`src/rtl/csv_field_splitter_assert.svh`:
```
`ifndef CSV_FIELD_SPLITTER_ASSERT_SVH
`define CSV_FIELD_SPLITTER_ASSERT_SVH

// same-cycle implication, checked out of reset
`define CSF_ASSERT_NOW(label, clk, rstn, ante, cons, msg) \
    label: assert property (@(posedge clk) disable iff (!(rstn)) (ante) |-> (cons)) \
        else $error(msg);

// next-cycle implication, checked out of reset
`define CSF_ASSERT_NEXT(label, clk, rstn, ante, cons, msg) \
    label: assert property (@(posedge clk) disable iff (!(rstn)) (ante) |=> (cons)) \
        else $error(msg);

`endif

```
`src/rtl/csf_pkg.sv`:
```
package csf_pkg;

    localparam logic [7:0] CH_QUOTE = 8'd34;
    localparam logic [7:0] CH_LF    = 8'd10;
    localparam logic [7:0] CH_CR    = 8'd13;

    localparam logic [7:0]  SEPARATOR_RESET    = 8'd44;
    localparam logic [10:0] COLUMN_COUNT_RESET = 11'd1;

    localparam logic CFG_SEPARATOR    = 1'b0;
    localparam logic CFG_COLUMN_COUNT = 1'b1;

    localparam logic [1:0] EV_CONTENT   = 2'd0;
    localparam logic [1:0] EV_FIELD_END = 2'd1;
    localparam logic [1:0] EV_ROW_END   = 2'd2;

    localparam int          QUEUE_DEPTH = 4;
    localparam int          QAW         = 2;
    localparam logic [10:0] COL_OUT_MAX = 11'd1023;

    typedef struct packed {
        logic [7:0] data;
        logic       is_brk;
        logic       is_quote;
        logic       is_sep;
    } item_t;

    typedef enum logic [4:0] {
        MODE_START  = 5'b00001,
        MODE_PLAIN  = 5'b00010,
        MODE_QUOTED = 5'b00100,
        MODE_QSEEN  = 5'b01000,
        MODE_SKIP   = 5'b10000
    } mode_t;

endpackage

```
`src/rtl/csf_front.sv`:
```
module csf_front (
    input  logic          s_valid,
    output logic          s_ready,
    input  logic [7:0]    s_in_byte,
    input  logic [7:0]    separator,
    input  logic          q_full,
    output logic          q_push,
    output csf_pkg::item_t q_item
);
    import csf_pkg::*;

    logic brk;

    assign s_ready = !q_full;
    assign q_push  = s_valid && !q_full;
    assign brk     = (s_in_byte == CH_CR) || (s_in_byte == CH_LF);

    always_comb begin
        q_item.data     = s_in_byte;
        q_item.is_brk   = brk;
        q_item.is_quote = (s_in_byte == CH_QUOTE);
        q_item.is_sep   = !brk && (s_in_byte == separator);
    end

endmodule

```
`src/rtl/csf_queue.sv`:
```
module csf_queue (
    input  logic           aclk,
    input  logic           aresetn,
    input  logic           push,
    input  csf_pkg::item_t push_item,
    output logic           full,
    input  logic           pop,
    output logic           head_valid,
    output csf_pkg::item_t head_item
);
    import csf_pkg::*;

    item_t          slot_reg [QUEUE_DEPTH];
    logic [QAW-1:0] wr_ptr_reg, wr_ptr_next;
    logic [QAW-1:0] rd_ptr_reg, rd_ptr_next;
    logic [QAW:0]   count_reg, count_next;
    logic           do_pop;

    assign full       = (count_reg == (QAW+1)'(QUEUE_DEPTH));
    assign head_valid = (count_reg != '0);
    assign head_item  = slot_reg[rd_ptr_reg];
    assign do_pop     = pop && head_valid;

    always_comb begin
        wr_ptr_next = push   ? wr_ptr_reg + 1'b1 : wr_ptr_reg;
        rd_ptr_next = do_pop ? rd_ptr_reg + 1'b1 : rd_ptr_reg;
        count_next  = count_reg + (QAW+1)'(push) - (QAW+1)'(do_pop);
    end

    always_ff @(posedge aclk) begin
        if (!aresetn) begin
            wr_ptr_reg <= '0;
            rd_ptr_reg <= '0;
            count_reg  <= '0;
        end else begin
            wr_ptr_reg <= wr_ptr_next;
            rd_ptr_reg <= rd_ptr_next;
            count_reg  <= count_next;
        end
    end

    always_ff @(posedge aclk) begin
        if (push) begin
            slot_reg[wr_ptr_reg] <= push_item;
        end
    end

endmodule

```
`src/rtl/csf_back.sv`:
```
module csf_back #(
    parameter int MAX_COLUMNS     = 1024,
    parameter int MAX_FIELD_BYTES = 512
) (
    input  logic           aclk,
    input  logic           aresetn,
    input  logic [10:0]    column_count,
    input  logic           q_valid,
    input  csf_pkg::item_t q_item,
    output logic           q_pop,
    output logic           m_valid,
    input  logic           m_ready,
    output logic [1:0]     m_event_res,
    output logic [7:0]     m_out_byte,
    output logic [9:0]     m_column,
    output logic           m_field_empty
);
    import csf_pkg::*;
    `include "csv_field_splitter_assert.svh"

    localparam int CIW  = $clog2(MAX_COLUMNS + 1);
    localparam int FLW  = $clog2(MAX_FIELD_BYTES);
    localparam int CMPW = (CIW > 11) ? CIW : 11;
    localparam logic [CMPW-1:0] MAX_COL_C  = CMPW'(MAX_COLUMNS);
    localparam logic [FLW-1:0]  FL_LIMIT_C = FLW'(MAX_FIELD_BYTES - 1);

    mode_t          mode_reg, mode_next;
    logic [CIW-1:0] col_reg, col_next;
    logic [FLW-1:0] flen_reg, flen_next;
    logic           line_reg, line_next;

    logic       ovalid_reg, ovalid_next;
    logic [1:0] oevent_reg, oevent_next;
    logic [7:0] obyte_reg, obyte_next;
    logic [9:0] ocol_reg, ocol_next;
    logic       oempty_reg, oempty_next;

    logic [CMPW-1:0] kept;
    logic [CMPW-1:0] col_ext;
    logic            col_kept;
    logic            advance;
    logic            emit;
    logic [1:0]      ev;
    logic            ev_empty;
    logic            do_content;
    logic            do_field_end;

    always_comb begin
        kept = CMPW'(column_count);
        if (kept == '0) begin
            kept = CMPW'(1);
        end
        if (kept > MAX_COL_C) begin
            kept = MAX_COL_C;
        end
        if (kept > CMPW'(1024)) begin
            kept = CMPW'(1024);
        end
    end

    assign col_ext  = CMPW'(col_reg);
    assign col_kept = (col_ext < kept);
    assign advance  = !ovalid_reg || m_ready;
    assign q_pop    = q_valid && advance;

    always_comb begin
        mode_next    = mode_reg;
        col_next     = col_reg;
        flen_next    = flen_reg;
        line_next    = line_reg;
        emit         = 1'b0;
        ev           = EV_CONTENT;
        ev_empty     = 1'b0;
        do_content   = 1'b0;
        do_field_end = 1'b0;

        if (q_pop) begin
            if (q_item.is_brk) begin
                mode_next = MODE_START;
                if (line_reg) begin
                    emit      = 1'b1;
                    ev        = EV_ROW_END;
                    ev_empty  = col_kept ? (flen_reg == '0) : 1'b1;
                    col_next  = '0;
                    flen_next = '0;
                    line_next = 1'b0;
                end
            end else begin
                line_next = 1'b1;
                unique case (mode_reg)
                    MODE_START: begin
                        if (q_item.is_quote) begin
                            mode_next = MODE_QUOTED;
                        end else if (q_item.is_sep) begin
                            do_field_end = 1'b1;
                        end else begin
                            mode_next  = MODE_PLAIN;
                            do_content = 1'b1;
                        end
                    end
                    MODE_PLAIN: begin
                        if (q_item.is_sep) begin
                            do_field_end = 1'b1;
                        end else begin
                            do_content = 1'b1;
                        end
                    end
                    MODE_QUOTED: begin
                        if (q_item.is_quote) begin
                            mode_next = MODE_QSEEN;
                        end else begin
                            do_content = 1'b1;
                        end
                    end
                    MODE_QSEEN: begin
                        if (q_item.is_quote) begin
                            mode_next  = MODE_QUOTED;
                            do_content = 1'b1;
                        end else if (q_item.is_sep) begin
                            do_field_end = 1'b1;
                        end else begin
                            mode_next = MODE_SKIP;
                        end
                    end
                    MODE_SKIP: begin
                        if (q_item.is_sep) begin
                            do_field_end = 1'b1;
                        end
                    end
                    default: begin
                        mode_next = MODE_SKIP;
                    end
                endcase

                if (do_content && col_kept && (flen_reg < FL_LIMIT_C)) begin
                    flen_next = flen_reg + 1'b1;
                    emit      = 1'b1;
                    ev        = EV_CONTENT;
                end
                if (do_field_end) begin
                    emit     = col_kept;
                    ev       = EV_FIELD_END;
                    ev_empty = (flen_reg == '0);
                    if (col_ext < MAX_COL_C) begin
                        col_next = col_reg + 1'b1;
                    end
                    flen_next = '0;
                    mode_next = MODE_START;
                end
            end
        end
    end

    always_comb begin
        ovalid_next = ovalid_reg;
        oevent_next = oevent_reg;
        obyte_next  = obyte_reg;
        ocol_next   = ocol_reg;
        oempty_next = oempty_reg;
        if (advance) begin
            ovalid_next = emit;
            if (emit) begin
                oevent_next = ev;
                obyte_next  = (ev == EV_CONTENT) ? q_item.data : 8'd0;
                ocol_next   = (col_ext > CMPW'(COL_OUT_MAX)) ? 10'd1023 : col_ext[9:0];
                oempty_next = ev_empty;
            end
        end
    end

    always_ff @(posedge aclk) begin
        if (!aresetn) begin
            mode_reg   <= MODE_START;
            col_reg    <= '0;
            flen_reg   <= '0;
            line_reg   <= 1'b0;
            ovalid_reg <= 1'b0;
        end else begin
            mode_reg   <= mode_next;
            col_reg    <= col_next;
            flen_reg   <= flen_next;
            line_reg   <= line_next;
            ovalid_reg <= ovalid_next;
        end
    end

    always_ff @(posedge aclk) begin
        oevent_reg <= oevent_next;
        obyte_reg  <= obyte_next;
        ocol_reg   <= ocol_next;
        oempty_reg <= oempty_next;
    end

    assign m_valid       = ovalid_reg;
    assign m_event_res   = oevent_reg;
    assign m_out_byte    = obyte_reg;
    assign m_column      = ocol_reg;
    assign m_field_empty = oempty_reg;

    `CSF_ASSERT_NOW(a_flen_bound, aclk, aresetn, 1'b1, flen_reg <= FL_LIMIT_C,
        "field length past limit")
    `CSF_ASSERT_NOW(a_end_byte_zero, aclk, aresetn,
        ovalid_reg && (oevent_reg != EV_CONTENT), obyte_reg == 8'd0,
        "field end transaction carries a byte")
    `CSF_ASSERT_NEXT(a_brk_resets_row, aclk, aresetn, q_pop && q_item.is_brk,
        (col_reg == '0) && (flen_reg == '0) && !line_reg && (mode_reg == MODE_START),
        "line break left row state behind")
    `CSF_ASSERT_NEXT(a_row_end_clears_line, aclk, aresetn, emit && advance && (ev == EV_ROW_END),
        m_valid && (m_event_res == EV_ROW_END),
        "row end transaction lost")

endmodule

```
`src/rtl/csv_field_splitter.sv`:
```
// CSV field splitter: takes CSV text one byte per clock while its queue is not full and
// emits one transaction per kept content byte, per field end in a kept column and per row
// end of a non-empty line, each tagged with its zero-based column. The sustained rate is
// one byte per clock, set by the parser state update in the back end, which advances one
// byte a cycle whenever its output register is free. A four-entry queue between the byte
// classifier and the parser absorbs stalls on the result side. Program separator (index 0)
// and column_count (index 1) only while no bytes are in flight. The text must end with LF
// or CR for the last row to close.
module csv_field_splitter #(
    parameter int MAX_COLUMNS     = 1024,
    parameter int MAX_FIELD_BYTES = 512
) (
    input  logic        aclk,
    input  logic        aresetn,
    input  logic        cfg_wr_en,
    input  logic        cfg_index,
    input  logic [10:0] cfg_wdata,
    input  logic        s_valid,
    output logic        s_ready,
    input  logic [7:0]  s_in_byte,
    output logic        m_valid,
    input  logic        m_ready,
    output logic [1:0]  m_event_res,
    output logic [7:0]  m_out_byte,
    output logic [9:0]  m_column,
    output logic        m_field_empty
);
    import csf_pkg::*;

    logic [7:0]  separator_reg;
    logic [10:0] column_count_reg;

    logic  q_full;
    logic  q_push;
    item_t q_in_item;
    logic  q_pop;
    logic  q_head_valid;
    item_t q_head_item;

    always_ff @(posedge aclk) begin
        if (!aresetn) begin
            separator_reg    <= SEPARATOR_RESET;
            column_count_reg <= COLUMN_COUNT_RESET;
        end else if (cfg_wr_en) begin
            unique case (cfg_index)
                CFG_SEPARATOR:    separator_reg    <= cfg_wdata[7:0];
                CFG_COLUMN_COUNT: column_count_reg <= cfg_wdata;
                default:          separator_reg    <= separator_reg;
            endcase
        end
    end

    csf_front u_front (
        .s_valid   (s_valid),
        .s_ready   (s_ready),
        .s_in_byte (s_in_byte),
        .separator (separator_reg),
        .q_full    (q_full),
        .q_push    (q_push),
        .q_item    (q_in_item)
    );

    csf_queue u_queue (
        .aclk       (aclk),
        .aresetn    (aresetn),
        .push       (q_push),
        .push_item  (q_in_item),
        .full       (q_full),
        .pop        (q_pop),
        .head_valid (q_head_valid),
        .head_item  (q_head_item)
    );

    csf_back #(
        .MAX_COLUMNS     (MAX_COLUMNS),
        .MAX_FIELD_BYTES (MAX_FIELD_BYTES)
    ) u_back (
        .aclk          (aclk),
        .aresetn       (aresetn),
        .column_count  (column_count_reg),
        .q_valid       (q_head_valid),
        .q_item        (q_head_item),
        .q_pop         (q_pop),
        .m_valid       (m_valid),
        .m_ready       (m_ready),
        .m_event_res   (m_event_res),
        .m_out_byte    (m_out_byte),
        .m_column      (m_column),
        .m_field_empty (m_field_empty)
    );

endmodule

```
`config.mk`:
```
export PLATFORM = sky130hd
export DESIGN_NAME = csv_field_splitter
export DESIGN_NICKNAME = d
export VERILOG_FILES = /design/src/rtl/csf_pkg.sv /design/src/rtl/csf_front.sv /design/src/rtl/csf_queue.sv /design/src/rtl/csf_back.sv /design/src/rtl/csv_field_splitter.sv
export VERILOG_INCLUDE_DIRS = /design/src /design/src/rtl
export SDC_FILE = /design/constraint.sdc
export NUM_CORES = 1
export LEC_CHECK = 0
export ABC_AREA = 1
export CAP_MARGIN = 25
export CORE_MARGIN = 10
export CORE_UTILIZATION = 63
export CTS_BUF_LIST = sky130_fd_sc_hd__clkbuf_4 sky130_fd_sc_hd__clkbuf_8 sky130_fd_sc_hd__clkbuf_16
export CTS_CLUSTER_SIZE = 40
export DETAILED_ROUTE_END_ITERATION = 8
export DONT_BUFFER_PORTS = 1
export PLACE_DENSITY = 0.83
export SLEW_MARGIN = 5
export SYNTH_ARGS = -nofsm -noshare
export SYNTH_HDL_FRONTEND = slang
export SYNTH_SLANG_ARGS = --single-unit
```
`constraint.sdc`:
```
create_clock -name aclk -period 3.2 [get_ports aclk]
set_input_delay 0.16 -clock aclk [delete_from_list [all_inputs] [get_ports aclk]]
set_output_delay 0.16 -clock aclk [all_outputs]
set_load 0.005 [all_outputs]
```
==> results.md <==
* Placed cell area at 5780 um2
* Number of flops mapped to enable cells by yosys at 65
* Root buf cell: clkbuf_8
* I/O Buffers at 0
* Cts hold-fix bufs at 25
* Max reg flops at 44
* 1st-pass router iterations at 5
* Worst slew pin tran at 0.982 ns
* Syn Nets at 681
* Critical path fanouts, max at 10
* Leakage at 2.66 nW
* # clock sinks at 120
* Die Span Y at 115 um
* Routed vias at 4756
* Area Overhead vs Synth at 17.4%
* Utilization after layout at 0.763
* Gpl congestion at 0.884
* H-tree levels at 4
* Core Region at 8720 um2
* Mux cell area share after synthesis at 0
* Outcome: complete, no violations
* Asr flop ratio synth at 0
* Setup TNS at 0 ns
* # rows at 34
* Starting Density at 0.650
* RSZ-0062 raised after global routing: false
* Grt total ovfl at 0
* Seq/Total Area, Yosys at 0.539
* Die area at 13200 um2
* CP Class: register to register
* Via density at 5.98
* Final layout net count at 719
* Crit start category: register
* Ys flop type: edfxtp_1
* Clock transition at path regs at 0.06 ns
* Cells after synthesis at 636
* Max Clk Rate at 0.343 GHz
* Final slew viol count at 0
* Share of cells above drive strength 1 at 0.0975
* First-pass GRT wire length at 23.4 mm
* Most common cell after layout, fill and taps aside: nand2_1
* Final Power at 5.86 mW
* Hold slack at 0.0176 ns
* Fin. Hold Viols at 0
* Setup-failing EPs final at 0
* CTS Buf Count at 17
* Synthesized-area fraction occupied by and/or/nand/nor cells at 0.234
* Worst min path class: input port to register
* Die W at 115 um
* Vias in the first global route at 4786
* CTS tree: done
* DR iter-0 viols at 593
* Synthesized cell area at 5670 um2
* Endpoint class of the critical path: register
* IR drop worst, VDD at 0.000474 V
* Ys Warns at 0
* Largest net degree at the start of global routing at 29
* Critical Path AT at 3.12 ns
* Routed WL per cell at 18.1 um
* ANT nets after route at 0
* Crit share post-route at 0.910
* Syn avg cell area at 8.91 um2
* Ports at 48
* Final instance area at 6650 um2
* DP HPWL at 8.88 mm
* Most frequent cells in the layout: 114 x nand2_1, 104 x nor2_1, 65 x edfxtp_1
* WP data required at 3.41 ns
* Fin crit period at 2.91 ns
* Final WL at 14.4 mm
* Clock Path Buffers at 2
* DRC at 0
* Worst-skew pair later-pin latency at 0.52 ns
* Worst Skew at 0.0134 ns
* Max-Cap Viols at 0
* Post_cts resized at 0
* Pwr Density at 880 nW/um2
* Post-synthesis register bit count at 120
* Largest family of logic cells by synthesized area: simple AND/OR/NAND/NOR gates
* Antenna cells at 0
* Max_slew headroom at 0.340
* Cell variety after synth at 41
* Initial antenna violation count at 0
* Adder-cell area share of the yosys netlist at 0.0455
* Synth Area in XOR/XNOR at 0.0232
* Post-CTS Setup Inserts at 0
* Post-synthesis compound-gate area fraction at 0.0987
* All-Layer GR Usage at 0.222
final cells by class:
| type | count | area, um2 |
|---|---|---|
| multi-input combinational | 433 | 2280 |
| fill | 524 | 2070 |
| inverter | 67 | 251 |
| sequential | 120 | 3050 |
| clock buffer | 19 | 447 |
| tap | 108 | 135 |
| clock inverter | 13 | 158 |
| timing repair buffer | 35 | 333 |
worst paths after layout:
check / cells past startpoint / end / from / slack, ns
hold / removal: 3 / u_queue.slot_reg[0][2] / s_in_byte[6] / 0.02
setup reg to reg: 15 / u_back.m_event_res[0] / column_count_reg[8] / 0.29
hold reg to reg: 2 / u_queue.rd_ptr_reg[1] / u_queue.rd_ptr_reg[1] / 0.48
setup / recovery: 15 / u_back.m_event_res[0] / column_count_reg[8] / 0.29
power by group:
| group | total [mW] | switching (mW) | internal, mW |
|---|---|---|---|
| Combinational | 1.70 | 1.21 | 0.498 |
| Clock | 1.93 | 0.745 | 1.19 |
| Sequential | 2.22 | 0.190 | 2.03 |
cells in the mapped netlist, types with 2 or more instances:
| cell | count | share of area |
|---|---|---|
| nor2_4 | 2 | 0.0040 |
| inv_2 | 5 | 0.0033 |
| nor3_1 | 5 | 0.0044 |
| buf_2 | 3 | 0.0026 |
| o21ai_0 | 45 | 0.040 |
| edfxtp_1 | 65 | 0.34 |
| nand3_1 | 31 | 0.027 |
| o211ai_1 | 2 | 0.0026 |
| nand3_2 | 4 | 0.0071 |
| nand2_4 | 3 | 0.0060 |
| buf_4 | 2 | 0.0026 |
| buf_6 | 2 | 0.0040 |
| ha_1 | 19 | 0.042 |
| nand2_2 | 2 | 0.0022 |
| nand4_1 | 9 | 0.0099 |
| dfxtp_1 | 55 | 0.19 |
| xor2_1 | 14 | 0.022 |
| nand2_1 | 114 | 0.076 |
| o21ai_1 | 4 | 0.0035 |
| a21oi_1 | 48 | 0.042 |
| nor2_1 | 104 | 0.069 |
| clkbuf_1 | 8 | 0.0053 |
| inv_1 | 61 | 0.040 |
| nor2_8 | 2 | 0.0071 |
| nor4_1 | 11 | 0.012 |
critical path, cell delays in order (launching register included):
cell,delay [ns]
dfxtp_1,0.33
nor2_1,0.13
nand2_1,0.10
o21bai_2,0.31
nand2_1,0.10
ha_1,0.30
nand2_1,0.06
inv_1,0.06
nand3_1,0.07
a31oi_1,0.07
nor2_1,0.31
nand3_4,0.21
nand2_4,0.17
nand2_2,0.07
inv_1,0.08
buf_4,0.22
per-stage QoR:
stage                     setup slack (ns)  std cells
final                                0.288        795
after global routing                0.0118        795
after CTS                            0.311        794
after detailed placement             0.366        737
after global placement               0.478        737
after floorplan                      0.495        636
layer usage:
layer,track usage,share of wire,vias up
met3,0.0667,0.091,53
met1,0.254,0.38,2228
met4,0.0850,0.029,0
met2,0.381,0.50,265
li1,-,-,2210
met5,0,0,-
logic make-up after synthesis:
family          count (synthesis)
compound gates                105
xor+xnor                       15
fa+ha+maj                      20
buf+inv                        83
flops                         120
simple gates                  293
Note: power is estimated with default switching activity, not from simulation.
